--- src/quoted_decimal_pair_parser_assert.svh ---
// Assertion macros shared by the quoted decimal pair parser RTL.
// Depends on nothing; included by the top level only.
`ifndef QUOTED_DECIMAL_PAIR_PARSER_ASSERT_SVH
`define QUOTED_DECIMAL_PAIR_PARSER_ASSERT_SVH

// Same-cycle implication, checked on every rising clock edge outside reset.
`define QDPP_ASSERT_IMPLY(label, clk, rst, ante, cons, msg) \
   label: assert property (@(posedge clk) disable iff (rst) (ante) |-> (cons)) \
      else $error(msg);

// Next-cycle implication.
`define QDPP_ASSERT_NEXT(label, clk, rst, ante, cons, msg) \
   label: assert property (@(posedge clk) disable iff (rst) (ante) |=> (cons)) \
      else $error(msg);

`endif

--- src/qdpp_pkg.sv ---
// Package for the quoted decimal pair parser: payload structs, job format,
// character codes and the scale-by-ten helpers. Depends on nothing.
`timescale 1ns / 1ps

package qdpp_pkg;

   localparam int unsigned FractionDigits = 9;
   // Digit counter width covers the largest supported fraction length (18).
   localparam int unsigned CountWidth     = 5;
   localparam int unsigned QueueDepth     = 4;

   localparam logic [7:0] CharQuote = 8'd34;
   localparam logic [7:0] CharPoint = 8'd46;
   localparam logic [7:0] CharZero  = 8'd48;

   typedef struct packed {
      logic [7:0] text_byte;
      logic       stream_end;
   } req_type;

   typedef struct packed {
      logic [63:0] price_value;
      logic [63:0] qty_value;
   } rsp_type;

   // One finished number still to be scaled: integer part, raw fraction digits.
   typedef struct packed {
      logic                  is_qty;
      logic [63:0]           whole;
      logic [63:0]           frac;
      logic [CountWidth-1:0] count;
   } job_type;

   typedef struct packed {
      logic    valid;
      job_type job;
   } push_type;

   typedef struct packed {
      logic full;
      logic valid;
   } fifo_status_type;

   function automatic logic [63:0] times_ten(input logic [63:0] x);
      return (x << 3) + (x << 1);
   endfunction

   // One step of the scale pipeline: whole part always times ten, fraction
   // times ten only while it still lacks padding digits.
   function automatic job_type scale_step(input job_type j, input int unsigned step,
                                          input int unsigned digits);
      job_type r;
      r = j;
      r.whole = times_ten(j.whole);
      if (step + 32'(j.count) < digits) begin
         r.frac = times_ten(j.frac);
      end
      return r;
   endfunction

endpackage

--- src/qdpp_front.sv ---
// Front end: byte scanner, quote tracking and digit accumulation.
// Depends on qdpp_pkg; pushes finished numbers into the job queue.
`timescale 1ns / 1ps

module qdpp_front #(
   parameter int unsigned FRACTION_DIGITS = qdpp_pkg::FractionDigits
) (
   input  logic               clock,
   input  logic               reset,
   input  logic               req_accept,
   input  qdpp_pkg::req_type  req_data,
   output qdpp_pkg::push_type job_push
);

   localparam logic [1:0] PhaseSeekPrice = 2'd0;
   localparam logic [1:0] PhasePrice     = 2'd1;
   localparam logic [1:0] PhaseSeekQty   = 2'd2;
   localparam logic [1:0] PhaseQty       = 2'd3;

   localparam int unsigned CW = qdpp_pkg::CountWidth;

   logic [1:0]    phase_ff, phase_in;
   logic [63:0]   whole_ff, whole_in;
   logic [63:0]   frac_ff, frac_in;
   logic [CW-1:0] cnt_ff, cnt_in;
   logic          point_ff, point_in;

   logic          is_quote;
   logic          is_point;
   logic [63:0]   offset;

   assign is_quote = (req_data.text_byte == qdpp_pkg::CharQuote);
   assign is_point = (req_data.text_byte == qdpp_pkg::CharPoint);
   // non-digits contribute their signed distance from '0', wrapping
   assign offset   = {56'd0, req_data.text_byte} - {56'd0, qdpp_pkg::CharZero};

   always_comb begin
      phase_in = phase_ff;
      whole_in = whole_ff;
      frac_in  = frac_ff;
      cnt_in   = cnt_ff;
      point_in = point_ff;
      job_push.valid      = 1'b0;
      job_push.job.is_qty = (phase_ff == PhaseQty);
      job_push.job.whole  = whole_ff;
      job_push.job.frac   = frac_ff;
      job_push.job.count  = cnt_ff;
      if (req_accept) begin
         if (req_data.stream_end) begin
            phase_in = PhaseSeekPrice;
            whole_in = '0;
            frac_in  = '0;
            cnt_in   = '0;
            point_in = 1'b0;
         end else begin
            case (phase_ff)
               PhaseSeekPrice, PhaseSeekQty: begin
                  if (is_quote) begin
                     whole_in = '0;
                     frac_in  = '0;
                     cnt_in   = '0;
                     point_in = 1'b0;
                     phase_in = (phase_ff == PhaseSeekPrice) ? PhasePrice : PhaseQty;
                  end
               end
               PhasePrice, PhaseQty: begin
                  if (is_quote) begin
                     job_push.valid = 1'b1;
                     whole_in = '0;
                     frac_in  = '0;
                     cnt_in   = '0;
                     point_in = 1'b0;
                     phase_in = (phase_ff == PhasePrice) ? PhaseSeekQty : PhaseSeekPrice;
                  end else if (!point_ff) begin
                     if (is_point) begin
                        point_in = 1'b1;
                     end else begin
                        whole_in = qdpp_pkg::times_ten(whole_ff) + offset;
                     end
                  end else if (cnt_ff < CW'(FRACTION_DIGITS)) begin
                     frac_in = qdpp_pkg::times_ten(frac_ff) + offset;
                     cnt_in  = cnt_ff + CW'(1);
                  end
               end
               default: begin
                  phase_in = PhaseSeekPrice;
               end
            endcase
         end
      end
   end

   always_ff @(posedge clock) begin
      if (reset) begin
         phase_ff <= PhaseSeekPrice;
         whole_ff <= '0;
         frac_ff  <= '0;
         cnt_ff   <= '0;
         point_ff <= 1'b0;
      end else begin
         phase_ff <= phase_in;
         whole_ff <= whole_in;
         frac_ff  <= frac_in;
         cnt_ff   <= cnt_in;
         point_ff <= point_in;
      end
   end

endmodule

--- config.mk ---
export PLATFORM = sky130hd
export DESIGN_NAME = qdpp_front
export DESIGN_NICKNAME = d
export VERILOG_FILES = /design/src/quoted_decimal_pair_parser_assert.svh /design/src/qdpp_pkg.sv /design/src/qdpp_front.sv
export SDC_FILE = /design/constraint.sdc
export NUM_CORES = 1
export LEC_CHECK = 0
export BUFFER_PORTS_ARGS = -buffer_cell sky130_fd_sc_hd__buf_2
export CORE_MARGIN = 5
export CORE_UTILIZATION = 37
export DETAILED_ROUTE_END_ITERATION = 8
export PLACE_DENSITY = 0.58
export SYNTH_ARGS = -nofsm -noshare
export SYNTH_HDL_FRONTEND = slang
export SYNTH_SLANG_ARGS = --single-unit
--- constraint.sdc ---
create_clock -name clock -period 30.9 [get_ports clock]
set_clock_uncertainty 0.05 [all_clocks]
set_input_delay 1.545 -clock clock [delete_from_list [all_inputs] [get_ports clock]]
set_output_delay 1.545 -clock clock [all_outputs]
set_load 0.01 [all_outputs]
==> summary.txt <==
Power
  • Max IR drop VDD: 40.0 µV
  • Pwr/cell area: 28.5 nW/µm²
  • LEAKAGE: 7.58 nW

Clock tree
  • CTS Hold Bufs: 0
  • Clock latency on the worst-skew pair: 440 ps
  • Clock sinks: 136
  • Clock-pin slew on the worst setup and hold paths: 60 ps
  • Post-CTS sizing: 0
  • CTS tree: done
  • H-tree Lvls: 4
  • CTS root buffer: clkbuf_16
  • Postcts setup bufs: 0
  • CTS Buf Count: 17
  • Clock Path Buffers: 2

Yosys
  • Number of synthesized flops with an enable pin: 0
  • Syn Inst Count: 1668
  • Number of synthesized register bits: 136
  • Asr flop ratio synth: 0
  • Synth Cell Area: 14000 µm²
  • Syn nets: 1935
  • YS warnings: 0
  • Dominant cell by count in the synthesized netlist: nand2_1
  • Sequential share of the synthesized area: 0.194
  • Top FF cell, synth: dfxtp_1
  • Syn avg cell area: 8.40 µm²
  • Synth cell types: 65
  • Share of the synthesized area in the top cell type: 0.194
  • Top cells by area, synth: dfxtp_1 19%, fa_1 17%, ha_1 12%
  • Commonest cells post-synth: 180 x nand2_1, 156 x a21oi_1, 141 x o21ai_0, 136 x dfxtp_1, 133 x ha_1
  • Leading area contributor after synthesis: dfxtp_1

Critical path
  • Worst EP arrival: 7140 ps
  • Crit Path Max Fanout: 69
  • CP required: 31220 ps
  • Crit Path Category: in -> reg
  • Reg2Reg Depth: 13
  • CP Launch Type: input port
  • Worst setup EP type: register

Status
  • Status: complete, no violations

Die
  • DIE AREA: 41900 µm²
  • Die Width: 205 µm
  • Site row count: 71
  • Area of the core: 37500 µm²
  • I/O pin total: 147
  • Initial Util: 0.374
  • DIE HEIGHT: 205 µm

Place
  • PortBufs: 146
  • Post-DP HPWL: 31000 µm
  • RePlAce Congestion: 0.872
  • Worst slack, placed: 23630 ps

Routing
  • ANT nets after route: 0
  • Via density: 5.47
  • Post-DR wirelength/cell: 17.4 µm
  • Drt drc: 0
  • Via count: 12.5k
  • Final WL: 39800 µm
  • DRT iter0 DRCs: 528
  • Detailed Routing Iterations Pass 1: 5

STA
  • Slew @ Worst Pin: 1160 ps
  • TNS Setup: 0 ps
  • Period utilisation layout: 0.221
  • Setup-failing EPs final: 0
  • RSZ-0062 raised after global routing: false
  • Tmin final: 6820 ps
  • Setup WS post-layout: 24080 ps
  • Max-slew headroom at the worst pin: 0.225
  • Fmax: 147 MHz
  • Final hold vios: 0
  • Fin. max-slew vios: 0

Global route
  • Gr ovfl total: 0
  • Largest net degree at the start of global routing: 70
  • GRT Overall Usage: 0.191
  • First-pass GRT wire length: 65600 µm
  • Initial antenna violation count: 1
  • Vias in the first global route: 12.8k

Cells and area
  • # fillers: 3820
  • Area grow syn2layout: 12.4%
  • ANT cells: 0
  • Share of cells above drive strength 1: 0.115
  • Layout net count: 2026

Worst hold path
  • Hold Crit Class: reg -> reg
  • Cells on Worst Hold Path: 2

Run
  • Max-cap violations: 0
critical path, stage by stage:
cell and delay [ps]:
buf_2 150, ha_1 240, nor3_2 100, buf_4 870, buf_4 770, fa_1 540
ha_1 430, and4_1 270, nand3_1 110, or4_1 410, o31ai_1 490, a41oi_1 320
o21ai_1 350, a21oi_1 130, xor2_1 150, o21ai_0 140
where the power goes:
part	switching [mW]	internal, mW
clock	0.0859	0.124
sequential	0.00115	0.176
combinational	0.0409	0.0211
stage by stage:
stage                     instances   util  power [mW]  cell area (µm²)  hold WS (ps)
after floorplan                1668      -       0.226            14000           415
after global placement         2251  0.405       0.242            15200           388
after detailed placement       2251  0.405       0.243            15200           393
after CTS                      2283  0.420       0.456            15700           402
after global routing           2283  0.420       0.470            15700           414
final                          2283  0.420       0.449            15700           402
area by class of cell:
| class | count | area, µm² | area share |
|---|---|---|---|
| multi-input cells | 1381 | 10700 | 0.683 |
| flip-flops and latches | 136 | 2720 | 0.173 |
| repair buffers | 157 | 813 | 0.0517 |
| well taps | 511 | 639 | 0.0406 |
| clock buffers | 23 | 478 | 0.0304 |
| inverters | 66 | 248 | 0.0157 |
| clock inverters | 9 | 97.6 | 0.00620 |
cells by family after synthesis:
logic type,count (synthesis),share of synthesized area
buf+inv,151,0.0405
simple gates,454,0.150
fa+ha+maj,255,0.293
flops,136,0.194
xor+xnor,121,0.0756
compound gates,548,0.244
mux,3,0.00223
path summary, 6_finish.rpt:
check,startpoint,to,slack [ps]
worst min register to register,frac_ff[63],frac_ff[63],400
worst max-delay path,req_data[5],whole_ff[58],24080
worst max register to register,whole_ff[7],whole_ff[61],26290
worst min-delay path,frac_ff[63],frac_ff[63],400
cells in the final DEF (no fill, tap or decap), drive strengths merged, types with 5 or more instances in the layout:
master	n
nand2	180
a21oi	157
buf	157
o21ai	149
dfxtp	136
ha	133
fa	122
nor2	103
a21o	76
xnor2	71
inv	66
xor2	50
nand3	42
nand4	32
o21bai	26
a22oi	25
clkbuf	23
nand2b	22
a31oi	16
nor3	14
a22o	13
o31ai	13
and3	12
a211oi	12
nor2b	11
and2	7
or3	7
o21a	7
nor4	6
a41oi	6
clkinv	6
a21boi	5
nand3b	5
flip-flops by register name, indices dropped and copies added, names as in the netlist:
signal    count
phase_ff      2
point_ff      1
frac_ff      64
cnt_ff        5
whole_ff     64
metal layers:
| layer | GRT usage | share of wire | up-vias | routed length, µm |
|---|---|---|---|---|
| met3 | 0.0434 | 0.051 | 42 | 2020 |
| li1 | - | - | 6126 | - |
| met2 | 0.328 | 0.49 | 279 | 19300 |
| met5 | 0 | 0.00050 | - | 20 |
| met4 | 0.0505 | 0.018 | 2 | 721 |
| met1 | 0.244 | 0.44 | 6036 | 17700 |
(Power assumes the default switching activity.)
