$ cat src/quoted_decimal_pair_parser_assert.svh
// Assertion macros shared by the quoted decimal pair parser RTL.
// Depends on nothing; included by the top level only.
`ifndef QUOTED_DECIMAL_PAIR_PARSER_ASSERT_SVH
`define QUOTED_DECIMAL_PAIR_PARSER_ASSERT_SVH

// Same-cycle implication, checked on every rising clock edge outside reset.
`define QDPP_ASSERT_IMPLY(label, clk, rst, ante, cons, msg) \
   label: assert property (@(posedge clk) disable iff (rst) (ante) |-> (cons)) \
      else $error(msg);

// Next-cycle implication.
`define QDPP_ASSERT_NEXT(label, clk, rst, ante, cons, msg) \
   label: assert property (@(posedge clk) disable iff (rst) (ante) |=> (cons)) \
      else $error(msg);

`endif

$ cat src/qdpp_pkg.sv
// Package for the quoted decimal pair parser: payload structs, job format,
// character codes and the scale-by-ten helpers. Depends on nothing.
`timescale 1ns / 1ps

package qdpp_pkg;

   localparam int unsigned FractionDigits = 9;
   // Digit counter width covers the largest supported fraction length (18).
   localparam int unsigned CountWidth     = 5;
   localparam int unsigned QueueDepth     = 4;

   localparam logic [7:0] CharQuote = 8'd34;
   localparam logic [7:0] CharPoint = 8'd46;
   localparam logic [7:0] CharZero  = 8'd48;

   typedef struct packed {
      logic [7:0] text_byte;
      logic       stream_end;
   } req_type;

   typedef struct packed {
      logic [63:0] price_value;
      logic [63:0] qty_value;
   } rsp_type;

   // One finished number still to be scaled: integer part, raw fraction digits.
   typedef struct packed {
      logic                  is_qty;
      logic [63:0]           whole;
      logic [63:0]           frac;
      logic [CountWidth-1:0] count;
   } job_type;

   typedef struct packed {
      logic    valid;
      job_type job;
   } push_type;

   typedef struct packed {
      logic full;
      logic valid;
   } fifo_status_type;

   function automatic logic [63:0] times_ten(input logic [63:0] x);
      return (x << 3) + (x << 1);
   endfunction

   // One step of the scale pipeline: whole part always times ten, fraction
   // times ten only while it still lacks padding digits.
   function automatic job_type scale_step(input job_type j, input int unsigned step,
                                          input int unsigned digits);
      job_type r;
      r = j;
      r.whole = times_ten(j.whole);
      if (step + 32'(j.count) < digits) begin
         r.frac = times_ten(j.frac);
      end
      return r;
   endfunction

endpackage

$ cat src/qdpp_fifo.sv
// Short job queue between the scanner and the scale pipeline.
// Depends on qdpp_pkg for the job format.
`timescale 1ns / 1ps

module qdpp_fifo #(
   parameter int unsigned DEPTH = qdpp_pkg::QueueDepth
) (
   input  logic                      clock,
   input  logic                      reset,
   input  qdpp_pkg::push_type        push,
   input  logic                      pop,
   output qdpp_pkg::fifo_status_type status,
   output qdpp_pkg::job_type         head
);

   localparam int unsigned PW = (DEPTH > 1) ? $clog2(DEPTH) : 1;
   localparam int unsigned CW = $clog2(DEPTH + 1);

   qdpp_pkg::job_type entry_ff [DEPTH];
   logic [PW-1:0] wr_ptr_ff, wr_ptr_in;
   logic [PW-1:0] rd_ptr_ff, rd_ptr_in;
   logic [CW-1:0] count_ff, count_in;
   logic          do_push, do_pop;

   assign status = '{full: (count_ff == CW'(DEPTH)), valid: (count_ff != '0)};
   assign head   = entry_ff[rd_ptr_ff];

   assign do_push = push.valid && !status.full;
   assign do_pop  = pop && status.valid;

   always_comb begin
      wr_ptr_in = wr_ptr_ff;
      rd_ptr_in = rd_ptr_ff;
      count_in  = count_ff;
      if (do_push) begin
         wr_ptr_in = (wr_ptr_ff == PW'(DEPTH - 1)) ? '0 : wr_ptr_ff + PW'(1);
      end
      if (do_pop) begin
         rd_ptr_in = (rd_ptr_ff == PW'(DEPTH - 1)) ? '0 : rd_ptr_ff + PW'(1);
      end
      if (do_push && !do_pop) begin
         count_in = count_ff + CW'(1);
      end else if (do_pop && !do_push) begin
         count_in = count_ff - CW'(1);
      end
   end

   always_ff @(posedge clock) begin
      if (reset) begin
         wr_ptr_ff <= '0;
         rd_ptr_ff <= '0;
         count_ff  <= '0;
      end else begin
         wr_ptr_ff <= wr_ptr_in;
         rd_ptr_ff <= rd_ptr_in;
         count_ff  <= count_in;
      end
   end

   always_ff @(posedge clock) begin
      if (do_push) begin
         entry_ff[wr_ptr_ff] <= push.job;
      end
   end

endmodule

$ cat config.mk
export PLATFORM = sky130hd
export DESIGN_NAME = qdpp_fifo
export DESIGN_NICKNAME = d
export VERILOG_FILES = /design/src/quoted_decimal_pair_parser_assert.svh /design/src/qdpp_pkg.sv /design/src/qdpp_fifo.sv
export SDC_FILE = /design/constraint.sdc
export NUM_CORES = 1
export LEC_CHECK = 0
export ABC_AREA = 1
export BUFFER_PORTS_ARGS = -buffer_cell sky130_fd_sc_hd__buf_2
export CORE_MARGIN = 2
export CORE_UTILIZATION = 52
export DETAILED_ROUTE_END_ITERATION = 16
export GPL_TIMING_DRIVEN = 0
export PLACE_DENSITY_LB_ADDON = 0.3
export SYNTH_ARGS = -nofsm -noshare
export SYNTH_HDL_FRONTEND = slang
export SYNTH_SLANG_ARGS = --single-unit
$ cat constraint.sdc
create_clock -name clock -period 7.3 [get_ports clock]
set_input_delay 1.095 -clock clock [delete_from_list [all_inputs] [get_ports clock]]
set_output_delay 1.095 -clock clock [all_outputs]
set_load 0.1 [all_outputs]
==> run_results.csv <==
group,metric,value,unit
cells_and_area,fillers,2747,
hold_path,min_to,"count_ff[1]$_SDFFE_PP0P_",
critical_path,crit_arrival,2.71,ns
clock_tree,cts-root-buf,"clkbuf_16",
sta,hold_viol,0,
synth,avgSynthCellArea,14.9,sq um
cells_and_area,layoutNonFillerInstCount,2280,
clock_tree,cts_buffer_depth,3,
route,wl_met2,24300,microns
synth,synthMuxAreaShare,0,
global_routing,grt_pass1_vias,12591,
route,wl_met3,4050,microns
job,drv_cap,0,
sta,holdWs,0.541,ns
sta,finalMaxSlewViolations,0,
place,place.gp.congestion,0.765,
sta,timing.final.crit_share,0.522,
sta,setup_ws,3.49,ns
floorplan,fp-row-count,72,
cells_and_area,regArea,16300,sq um
synth,synth-edff-count,536,
critical_path,crit_fanout,10,
critical_path,slowest_stage,"buf_2",
route,wl_met1,19000,microns
clock_tree,cts_hold_buf,0,
critical_path,cpMostUsedCell,"buf_2",
place,placedCellCount,2178,
clock_tree,htreeDepth,2,
sta,finalSetupViolCount,0,
critical_path,end_kind,"output pin",
synth,syn_area,20400,sq um
synth,seq_area_frac_synth,0.798,
route,ant_nets,0,
critical_path,worstPathCellList,"buf_6, buf_8, buf_4, buf_2, nor2_1, o22ai_1, buf_2",
place,hpwl,30900,microns
critical_path,cp.buffers_inverters,5,
clock_tree,clock-sinks,545,
hold_path,hold_class,"flip-flop to flip-flop",
clock_tree,post_cts_resized,0,
hold_path,hp-start,"count_ff[1]$_SDFFE_PP0P_",
hold_path,holdPathStages,2,
synth,synthSimpleGateAreaFrac,0.0562,
route,drc,0,
synth,synth_adder_area_share,0.00466,
sta,tightest_slew,0.778,ns
floorplan,design.die.area,40800,sq um
route,vias,12677,
sta,setup_tns,0,ns
floorplan,die_w,202,microns
status,status,"finished clean",
global_routing,grt_usage,0.234,
route,avgViaCountPerCell,5.56,
route,drtIter0Drc,1015,
sta,rsz0062_at_grt,"no",
route,wl,48500,microns
place,io_buffers,273,
critical_path,start_kind,"flip-flop",
synth,synth_top_family_by_area,"compound AO/OA/AOI/OAI gates",
clock_tree,cts_inserted_buffers,52,
synth,ys_async_sr_fraction,0,
clock_tree,cts_setup_buffers,0,
synth,synth-xor-area-share,0.000429,
floorplan,die_h,202,microns
critical_path,critical_path_class,"flip-flop to output pin",
sta,fmax,263,MHz
critical_path,cp_top_family,"buffers and inverters",
synth,ys_ff_latch,545,
critical_path,rr_startpoint,"count_ff[0]$_SDFFE_PP0P_",
cells_and_area,syn_to_final_growth,20.7,%
clock_tree,worstSkewPairLatency,0.59,ns
global_routing,grt_max_degree,29,
global_routing,overflow,0,
critical_path,max_stage_delay,0.49,ns
sta,slew_headroom,0.480,
cells_and_area,layout.nets,1859,
synth,postSynthCellCount,1366,
cells_and_area,multi_input_area,3480,sq um
floorplan,io_pins,274,
floorplan,coreArea,38600,sq um
sta,fin_crit,3.81,ns
route,dr.pass1.iters,7,
critical_path,r2r_slack,4.64,ns
synth,synth_nets,1511,
route,highest_layer,"met5",
clock_tree,cts_tree,"built",
critical_path,critical_path_required,6.20,ns
route,wl_per_cell,21.3,microns
cells_and_area,drive_gt1_frac,0.240,
critical_path,reg2reg_to,"entry_ff[0][104]$_DFFE_PP_",
sta,skew,0.0209,ns
synth,ys.flop_type,"edfxtp_1",
clock_tree,cts.clk_slew.worst_paths,0.07,ns
critical_path,reg2reg_depth,8,
synth,ys_warn_count,0,
synth,synth_compound_area_frac,0.108,
floorplan,start_util,0.528,
global_routing,antenna_found_initial,7,
global_routing,grt_pass1_wl,71800,microns
place,dp_slack,4.04,ns
synth,yosysUniqueCellTypes,23,
## logic make-up (layout without fill, tap and decap cells)
| family | count (synthesis) | count (layout) |
|---|---|---|
| other | 0 | 8 |
| and+or+nand+nor | 302 | 302 |
| AOI/OAI and AO/OA | 406 | 406 |
| buffers and inverters | 105 | 493 |
| DFF | 545 | 545 |
| adders and majority gates | 7 | 7 |
| xor gates and xnor gates | 1 | 1 |
## cell usage after synthesis, types with 3 or more instances
cell | number | area [sq um]
o21ai_0 | 211 | 1060
ha_1 | 6 | 75.1
buf_6 | 27 | 304
dfxtp_1 | 9 | 180
clkbuf_1 | 43 | 161
inv_1 | 15 | 56.3
edfxtp_1 | 536 | 16100
nor2_1 | 283 | 1060
nand2_1 | 14 | 52.6
o21ai_1 | 58 | 290
buf_2 | 13 | 65.1
o22ai_1 | 134 | 838
a21oi_1 | 3 | 15.0
## state kept, by name, summed over array words and instances, names as in the netlist, named ones only
name       flops
entry_ff     536
wr_ptr_ff      2
rd_ptr_ff      2
count_ff       3
## worst max-delay path by stage
stage / from / end / slack (ns) / depth (start not counted)
floorplan: push[134] / entry_ff[0][0]$_DFFE_PP_ / -0.10 / 2
global placement: push[134] / entry_ff[0][88]$_DFFE_PP_ / -4.77 / 3
detailed placement: push[134] / entry_ff[0][88]$_DFFE_PP_ / 4.04 / 7
CTS: flip-flop / head[34] / 3.43 / 7
global route: flip-flop / head[34] / 3.28 / 7
finish: flip-flop / head[31] / 3.49 / 7
## cell type report
cell class / count / share of cell area
Antenna cell: 8 / 0.000813
Buffer: 88 / 0.0244
Clock buffer: 63 / 0.0562
Clock inverter: 31 / 0.0131
Inverter: 17 / 0.00310
Multi-Input combinational cell: 716 / 0.141
Sequential cell: 545 / 0.661
Tap cell: 518 / 0.0263
Timing Repair Buffer: 294 / 0.0741
## per-layer routing
| metal | vias to the layer above | GRT usage |
|---|---|---|
| met5 | - | 0 |
| met4 | 6 | 0.0657 |
| met3 | 82 | 0.0574 |
| met2 | 478 | 0.401 |
| met1 | 6245 | 0.297 |
| li1 | 5866 | - |
## cell usage in the layout, fill, tap and decap left out
master	synthesis	routed
edfxtp_1	536	536
buf_2	13	286
nor2_1	283	279
o21ai_0	211	211
o22ai_1	134	134
o21ai_1	58	58
clkbuf_16	0	53
clkbuf_1	43	51
buf_6	27	27
buf_12	2	18
inv_1	15	15
nand2_1	14	14
clkinv_1	0	10
dfxtp_1	9	9
diode_2	0	8
ha_1	6	6
bufinv_16	0	6
clkinv_2	0	6
buf_16	0	5
clkinv_4	1	4
nor2_4	0	4
a21oi_1	3	3
inv_6	0	3
clkinvlp_4	0	3
buf_4	2	2
nand3_1	2	2
nand3b_1	2	2
clkbuf_8	0	2
buf_8	1	1
inv_8	1	1
xor2_1	1	1
nand4_1	1	1
fa_1	1	1
## metrics by stage
stage / instance area [sq um] / utilization
2_1_floorplan: 20400 / -
3_3_place_gp: 22400 / 0.580
3_5_place_dp: 22900 / 0.593
4_1_cts: 24600 / 0.637
5_1_grt: 24600 / 0.637
6_report: 24600 / 0.637
## worst register-to-register path, cell delays in order (launching register included)
cell and delay (ns):
dfxtp_1 0.39, nor2_1 0.08, nand2_1 0.15, nand2_1 0.27, nor2_4 0.58, buf_16 0.26
buf_12 0.23, buf_16 0.21, buf_16 0.17
Power is left out: the tool's default activity adds up to more than one toggle a clock period on the data nets, which glitch-free logic cannot reach.
