===== src/quoted_decimal_pair_parser_assert.svh =====
// Assertion macros shared by the quoted decimal pair parser RTL.
// Depends on nothing; included by the top level only.
`ifndef QUOTED_DECIMAL_PAIR_PARSER_ASSERT_SVH
`define QUOTED_DECIMAL_PAIR_PARSER_ASSERT_SVH

// Same-cycle implication, checked on every rising clock edge outside reset.
`define QDPP_ASSERT_IMPLY(label, clk, rst, ante, cons, msg) \
   label: assert property (@(posedge clk) disable iff (rst) (ante) |-> (cons)) \
      else $error(msg);

// Next-cycle implication.
`define QDPP_ASSERT_NEXT(label, clk, rst, ante, cons, msg) \
   label: assert property (@(posedge clk) disable iff (rst) (ante) |=> (cons)) \
      else $error(msg);

`endif


===== src/qdpp_pkg.sv =====
// Package for the quoted decimal pair parser: payload structs, job format,
// character codes and the scale-by-ten helpers. Depends on nothing.
`timescale 1ns / 1ps

package qdpp_pkg;

   localparam int unsigned FractionDigits = 9;
   // Digit counter width covers the largest supported fraction length (18).
   localparam int unsigned CountWidth     = 5;
   localparam int unsigned QueueDepth     = 4;

   localparam logic [7:0] CharQuote = 8'd34;
   localparam logic [7:0] CharPoint = 8'd46;
   localparam logic [7:0] CharZero  = 8'd48;

   typedef struct packed {
      logic [7:0] text_byte;
      logic       stream_end;
   } req_type;

   typedef struct packed {
      logic [63:0] price_value;
      logic [63:0] qty_value;
   } rsp_type;

   // One finished number still to be scaled: integer part, raw fraction digits.
   typedef struct packed {
      logic                  is_qty;
      logic [63:0]           whole;
      logic [63:0]           frac;
      logic [CountWidth-1:0] count;
   } job_type;

   typedef struct packed {
      logic    valid;
      job_type job;
   } push_type;

   typedef struct packed {
      logic full;
      logic valid;
   } fifo_status_type;

   function automatic logic [63:0] times_ten(input logic [63:0] x);
      return (x << 3) + (x << 1);
   endfunction

   // One step of the scale pipeline: whole part always times ten, fraction
   // times ten only while it still lacks padding digits.
   function automatic job_type scale_step(input job_type j, input int unsigned step,
                                          input int unsigned digits);
      job_type r;
      r = j;
      r.whole = times_ten(j.whole);
      if (step + 32'(j.count) < digits) begin
         r.frac = times_ten(j.frac);
      end
      return r;
   endfunction

endpackage


===== src/qdpp_back.sv =====
// Back end: scale pipeline (one times-ten step per stage), final add,
// held price and the result register. Depends on qdpp_pkg.
`timescale 1ns / 1ps

module qdpp_back #(
   parameter int unsigned FRACTION_DIGITS = qdpp_pkg::FractionDigits
) (
   input  logic              clock,
   input  logic              reset,
   input  qdpp_pkg::job_type head,
   input  logic              head_valid,
   output logic              head_pop,
   output logic              rsp_empty,
   input  logic              rsp_pop,
   output qdpp_pkg::rsp_type rsp_data
);

   localparam int unsigned F = FRACTION_DIGITS;

   qdpp_pkg::job_type stage_ff [F];
   logic [F-1:0]      stage_valid_ff;
   logic [63:0]       held_price_ff;
   logic              out_valid_ff;
   qdpp_pkg::rsp_type out_data_ff;

   qdpp_pkg::job_type last;
   logic [63:0]       sum;
   logic              advance;

   assign last     = stage_ff[F-1];
   assign sum      = last.whole + last.frac;
   // the whole pipe moves together whenever the result slot is free or draining
   assign advance  = !out_valid_ff || rsp_pop;
   assign head_pop = advance && head_valid;

   assign rsp_empty = !out_valid_ff;
   assign rsp_data  = out_data_ff;

   always_ff @(posedge clock) begin
      if (reset) begin
         stage_valid_ff <= '0;
         out_valid_ff   <= 1'b0;
      end else if (advance) begin
         stage_valid_ff[0] <= head_valid;
         for (int k = 1; k < F; k++) begin
            stage_valid_ff[k] <= stage_valid_ff[k-1];
         end
         out_valid_ff <= stage_valid_ff[F-1] && last.is_qty;
      end
   end

   always_ff @(posedge clock) begin
      if (advance) begin
         stage_ff[0] <= qdpp_pkg::scale_step(head, 0, F);
         for (int k = 1; k < F; k++) begin
            stage_ff[k] <= qdpp_pkg::scale_step(stage_ff[k-1], k, F);
         end
         if (stage_valid_ff[F-1]) begin
            if (last.is_qty) begin
               out_data_ff.price_value <= held_price_ff;
               out_data_ff.qty_value   <= sum;
            end else begin
               held_price_ff <= sum;
            end
         end
      end
   end

endmodule


===== config.mk =====
export PLATFORM = sky130hd
export DESIGN_NAME = qdpp_back
export DESIGN_NICKNAME = d
export VERILOG_FILES = /design/src/quoted_decimal_pair_parser_assert.svh /design/src/qdpp_pkg.sv /design/src/qdpp_back.sv
export SDC_FILE = /design/constraint.sdc
export NUM_CORES = 2
export LEC_CHECK = 0
export BUFFER_PORTS_ARGS = -buffer_cell sky130_fd_sc_hd__buf_2
export CELL_PAD_IN_SITES_DETAIL_PLACEMENT = 0
export CELL_PAD_IN_SITES_GLOBAL_PLACEMENT = 2
export CORE_ASPECT_RATIO = 1.75
export CORE_MARGIN = 5
export CORE_UTILIZATION = 45
export CTS_CLUSTER_DIAMETER = 200
export CTS_CLUSTER_SIZE = 14
export DETAILED_ROUTE_END_ITERATION = 16
export GPL_TIMING_DRIVEN = 0
export PLACE_DENSITY = 0.95
export SLEW_MARGIN = 30
export SYNTH_ARGS = -nofsm -noshare
export SYNTH_HDL_FRONTEND = slang
export SYNTH_SLANG_ARGS = --single-unit
export TNS_END_PERCENT = 30

===== constraint.sdc =====
create_clock -name clock -period 73.4 [get_ports clock]
set_clock_uncertainty 0.2 [all_clocks]
set_input_delay 7.34 -clock clock [delete_from_list [all_inputs] [get_ports clock]]
set_output_delay 7.34 -clock clock [all_outputs]
set_load 0.01 [all_outputs]

==> metrics.md <==
| Metric | Value |
|---|---|
| Hold buffers post-CTS | 0 |
| Xor/xnor share of the synthesized area | 8.54% |
| Mapped Area | 0.103 sq mm |
| DR pass1 iterations | 8 |
| Max_slew headroom | 28.9% |
| Post-Synthesis Cells | 10800 |
| Resize count post-CTS | 0 |
| Cell variety after synth | 107 |
| Synthesized flop and latch total | 1322 |
| Worst Path Required | 65.86 ns |
| Worst Setup Path Type | in2out |
| Peak Freq | 0.0628 GHz |
| RSZ-0062 raised after global routing | false |
| Initial Util | 45.1% |
| H-tree levels | 3 |
| Antenna Violating Nets Remaining | 0 |
| Pins over their slew limit | 0 |
| CTS root buf | clkbuf_16 |
| Die X | 371 microns |
| Critical path startpoint category | primary input |
| DRC | 0 |
| Crit. End Element | primary output |
| Die Footprint | 0.238 sq mm |
| Hold Fails Final Rpt | 0 |
| Placed cells | 14200 |
| NumNets Final | 12500 |
| Layout Cells excl Fill | 14300 |
| Layout area overhead | 8.43% |
| Main synth FF type | edfxtp_1 |
| Vias/cell | 5.68 |
| Initial antenna violation count | 4 |
| Number of synthesis warnings | 0 |
| Final HPWL DP | 210 mm |
| Starting DRC count in detailed routing | 3871 |
| GR Overflow Total | 0 |
| Bufs on Longest Clock Path | 3 |
| Final period util | 21.7% |
| Post-synthesis compound-gate area fraction | 23.9% |
| Syn_nets | 12100 |
| Synthesized-area fraction occupied by adder cells | 13.4% |
| Max FO, Critical Path | 10 |
| CP top delay family | simple AND/OR/NAND/NOR gates |
| Core area | 0.228 sq mm |
| FILL cells | 21500 |
| Drt wl/cell | 17.9 microns |
| Period minus WS final | 15.93 ns |
| Critical path data arrival time | 8.39 ns |
| First-pass GRT wire length | 415 mm |
| Row cnt | 232 |
| Critical path buffers and inverters | 4 |
| Fraction of layout cells with a size suffix above 1 | 4.85% |
| GP Congestion | 0.930 |
| Total global-route track usage | 21.0% |
| I/O pin count | 268 |
| Worst path cell trace | buf_2 > nor2_1 > inv_1 > nand2_1 > inv_1 > buf_2 |
| Outcome | complete, no violations |
| Clock latency on the worst-skew pair | 0.75 ns |
| Seq/Total Area, Yosys | 38.6% |
| Setup TNS | 0 ns |
| Max cap viols | 0 |
| Worst Hold Class | reg2reg |
| Vias in the first global route | 83100 |
| Routed wire length | 256 mm |
| TritonCTS Buffers | 104 |
| Die Ht | 642 microns |
| Post-synth ARST share | 0% |
| Worst-path clk slew | 0.08 ns |
| TritonCTS clock tree | yes |
| Post-synthesis mux area share | 0.204% |
| Worst-margin pin slew | 1.06 ns |
| PortBufs | 257 |
| Slowest cell delay on critical path | 0.48 ns |
| Largest family of logic cells by synthesized area | compound AO/OA/AOI/OAI gates |
| Largest net degree at the start of global routing | 56 |
| Slowest stage cell, crit path | nor2_1 |
| Post-CTS setup buffer count | 0 |
| Clock sinks | 1322 |
| Simple-gate share of the synthesized area | 13.0% |
| Final setup viols | 0 |
| EDFF count, synth | 1312 |
| Avg Inst Size Synth | 9.46 sq um |
| Vias after detailed routing | 81100 |
cell usage after synthesis (all sizes together), types with 22 or more instances:
cell | count | area share, %
a211o | 26 | 0.22
or3 | 23 | 0.14
a31o | 26 | 0.22
o21bai | 177 | 1.3
nor2 | 498 | 1.8
nand2b | 115 | 0.70
nor3 | 108 | 0.53
a211oi | 93 | 0.70
o21a | 102 | 0.75
xor2 | 404 | 3.5
a2111oi | 25 | 0.23
inv | 231 | 0.85
o31ai | 71 | 0.56
and3 | 124 | 0.76
nand3 | 215 | 1.0
a41oi | 36 | 0.32
nand2 | 1206 | 4.4
and4 | 25 | 0.21
or2 | 26 | 0.16
a221o | 27 | 0.26
xnor2 | 596 | 5.1
o31a | 22 | 0.19
a21oi | 1175 | 5.8
o21ai | 1041 | 5.1
and2 | 71 | 0.43
a21o | 715 | 5.2
edfxtp | 1312 | 38
clkbuf | 398 | 1.5
nor4 | 23 | 0.14
a21boi | 28 | 0.21
nand4 | 219 | 1.3
o211ai | 40 | 0.29
ha | 1064 | 13
a31oi | 113 | 0.73
o41ai | 22 | 0.23
nor2b | 139 | 0.85
a221oi | 40 | 0.35
cells by family (layout without fill, tap and decap cells):
family | after synthesis | count (layout)
buffers and inverters | 649 | 1059
AND/OR/NAND/NOR | 2845 | 2845
AO/OA/AOI/OAI | 3918 | 3918
XOR/XNOR | 1000 | 1000
other | 0 | 1
multiplexers | 19 | 19
adder cells (fa/ha/maj) | 1083 | 1083
flip-flops | 1322 | 1322
worst register-to-register path, cell delays in order (launching register included):
cell and delay (ns):
edfxtp_1 0.43, ha_1 0.27, fa_1 0.43, a211oi_1 0.27, o21bai_1 0.17, o41ai_1 0.44
a21oi_1 0.20, o31ai_1 0.33, a2111oi_0 0.16, nor3_1 0.67, o21ai_0 0.33, a41o_1 0.38
a31oi_1 0.28, xor2_1 0.17, o21ai_0 0.09
path summary, 6_finish.rpt:
kind	startpoint	endpoint	slack, ns	cells past startpoint
max reg2reg	stage_ff[3][5]	stage_ff[4][66]	68.30	14
min reg2reg	stage_ff[3][133]	stage_ff[4][133]	0.20	0
min	stage_ff[3][133]	stage_ff[4][133]	0.20	0
max	rsp_pop	head_pop	57.47	6
stage by stage:
stage                     util (%)  setup slack (ns)  hold WS [ns]  instance area [sq um]
after floorplan                  -             30.46         0.200                 103000
after CTS                     48.9             57.46         0.202                 111000
after detailed placement      47.6             57.46         0.205                 108000
after global routing          48.9             57.31         0.209                 111000
after global placement        47.3             18.89         0.201                 108000
final                         48.9             57.47         0.202                 111000
cell usage in the layout, fill, tap and decap left out, types with 78 or more instances in the layout:
cell type,n
o21ai_1,78
and3_1,120
nand2_1,1206
xor2_1,404
edfxtp_1,1312
a31oi_1,108
nand4_1,219
buf_2,261
o21bai_1,177
a211oi_1,88
nand3_1,215
nor2b_1,139
nand2b_1,114
xnor2_1,596
a21oi_1,1172
o21ai_0,959
o21a_1,102
clkbuf_1,405
clkbuf_16,105
ha_1,1064
a21o_1,714
nor3_1,107
inv_1,231
nor2_1,496
state kept, by name (all words and copies together), names as in the netlist:
register,flops
held_price_ff,64
rsp_data,128
stage_valid_ff,9
out_valid_ff,1
stage_ff,1120
metal layers:
layer	GRT usage, %	vias to the layer above	wire length (microns)	part of all wire [%]
met3	1.93	551	6860	2.7
met1	21.1	37700	94700	37
met5	0	-	36	0.014
met2	41.1	1385	135000	53
li1	-	41500	-	-
met4	13.0	4	18900	7.4
area by class of cell:
cell class | instances | area, sq um | area share [%]
diodes | 1 | 2.50 | 0.00225
plain buffers | 418 | 1620 | 1.46
clock buffers | 114 | 2660 | 2.39
clock inverters | 5 | 95.1 | 0.0855
inverters | 231 | 867 | 0.780
multi-input cells | 8865 | 60500 | 54.4
flip-flops and latches | 1322 | 39600 | 35.6
well taps | 3042 | 3810 | 3.42
repair buffers | 291 | 2030 | 1.83
Power is left out: the tool's default activity adds up to more than one toggle a clock period on the data nets, which glitch-free logic cannot reach.
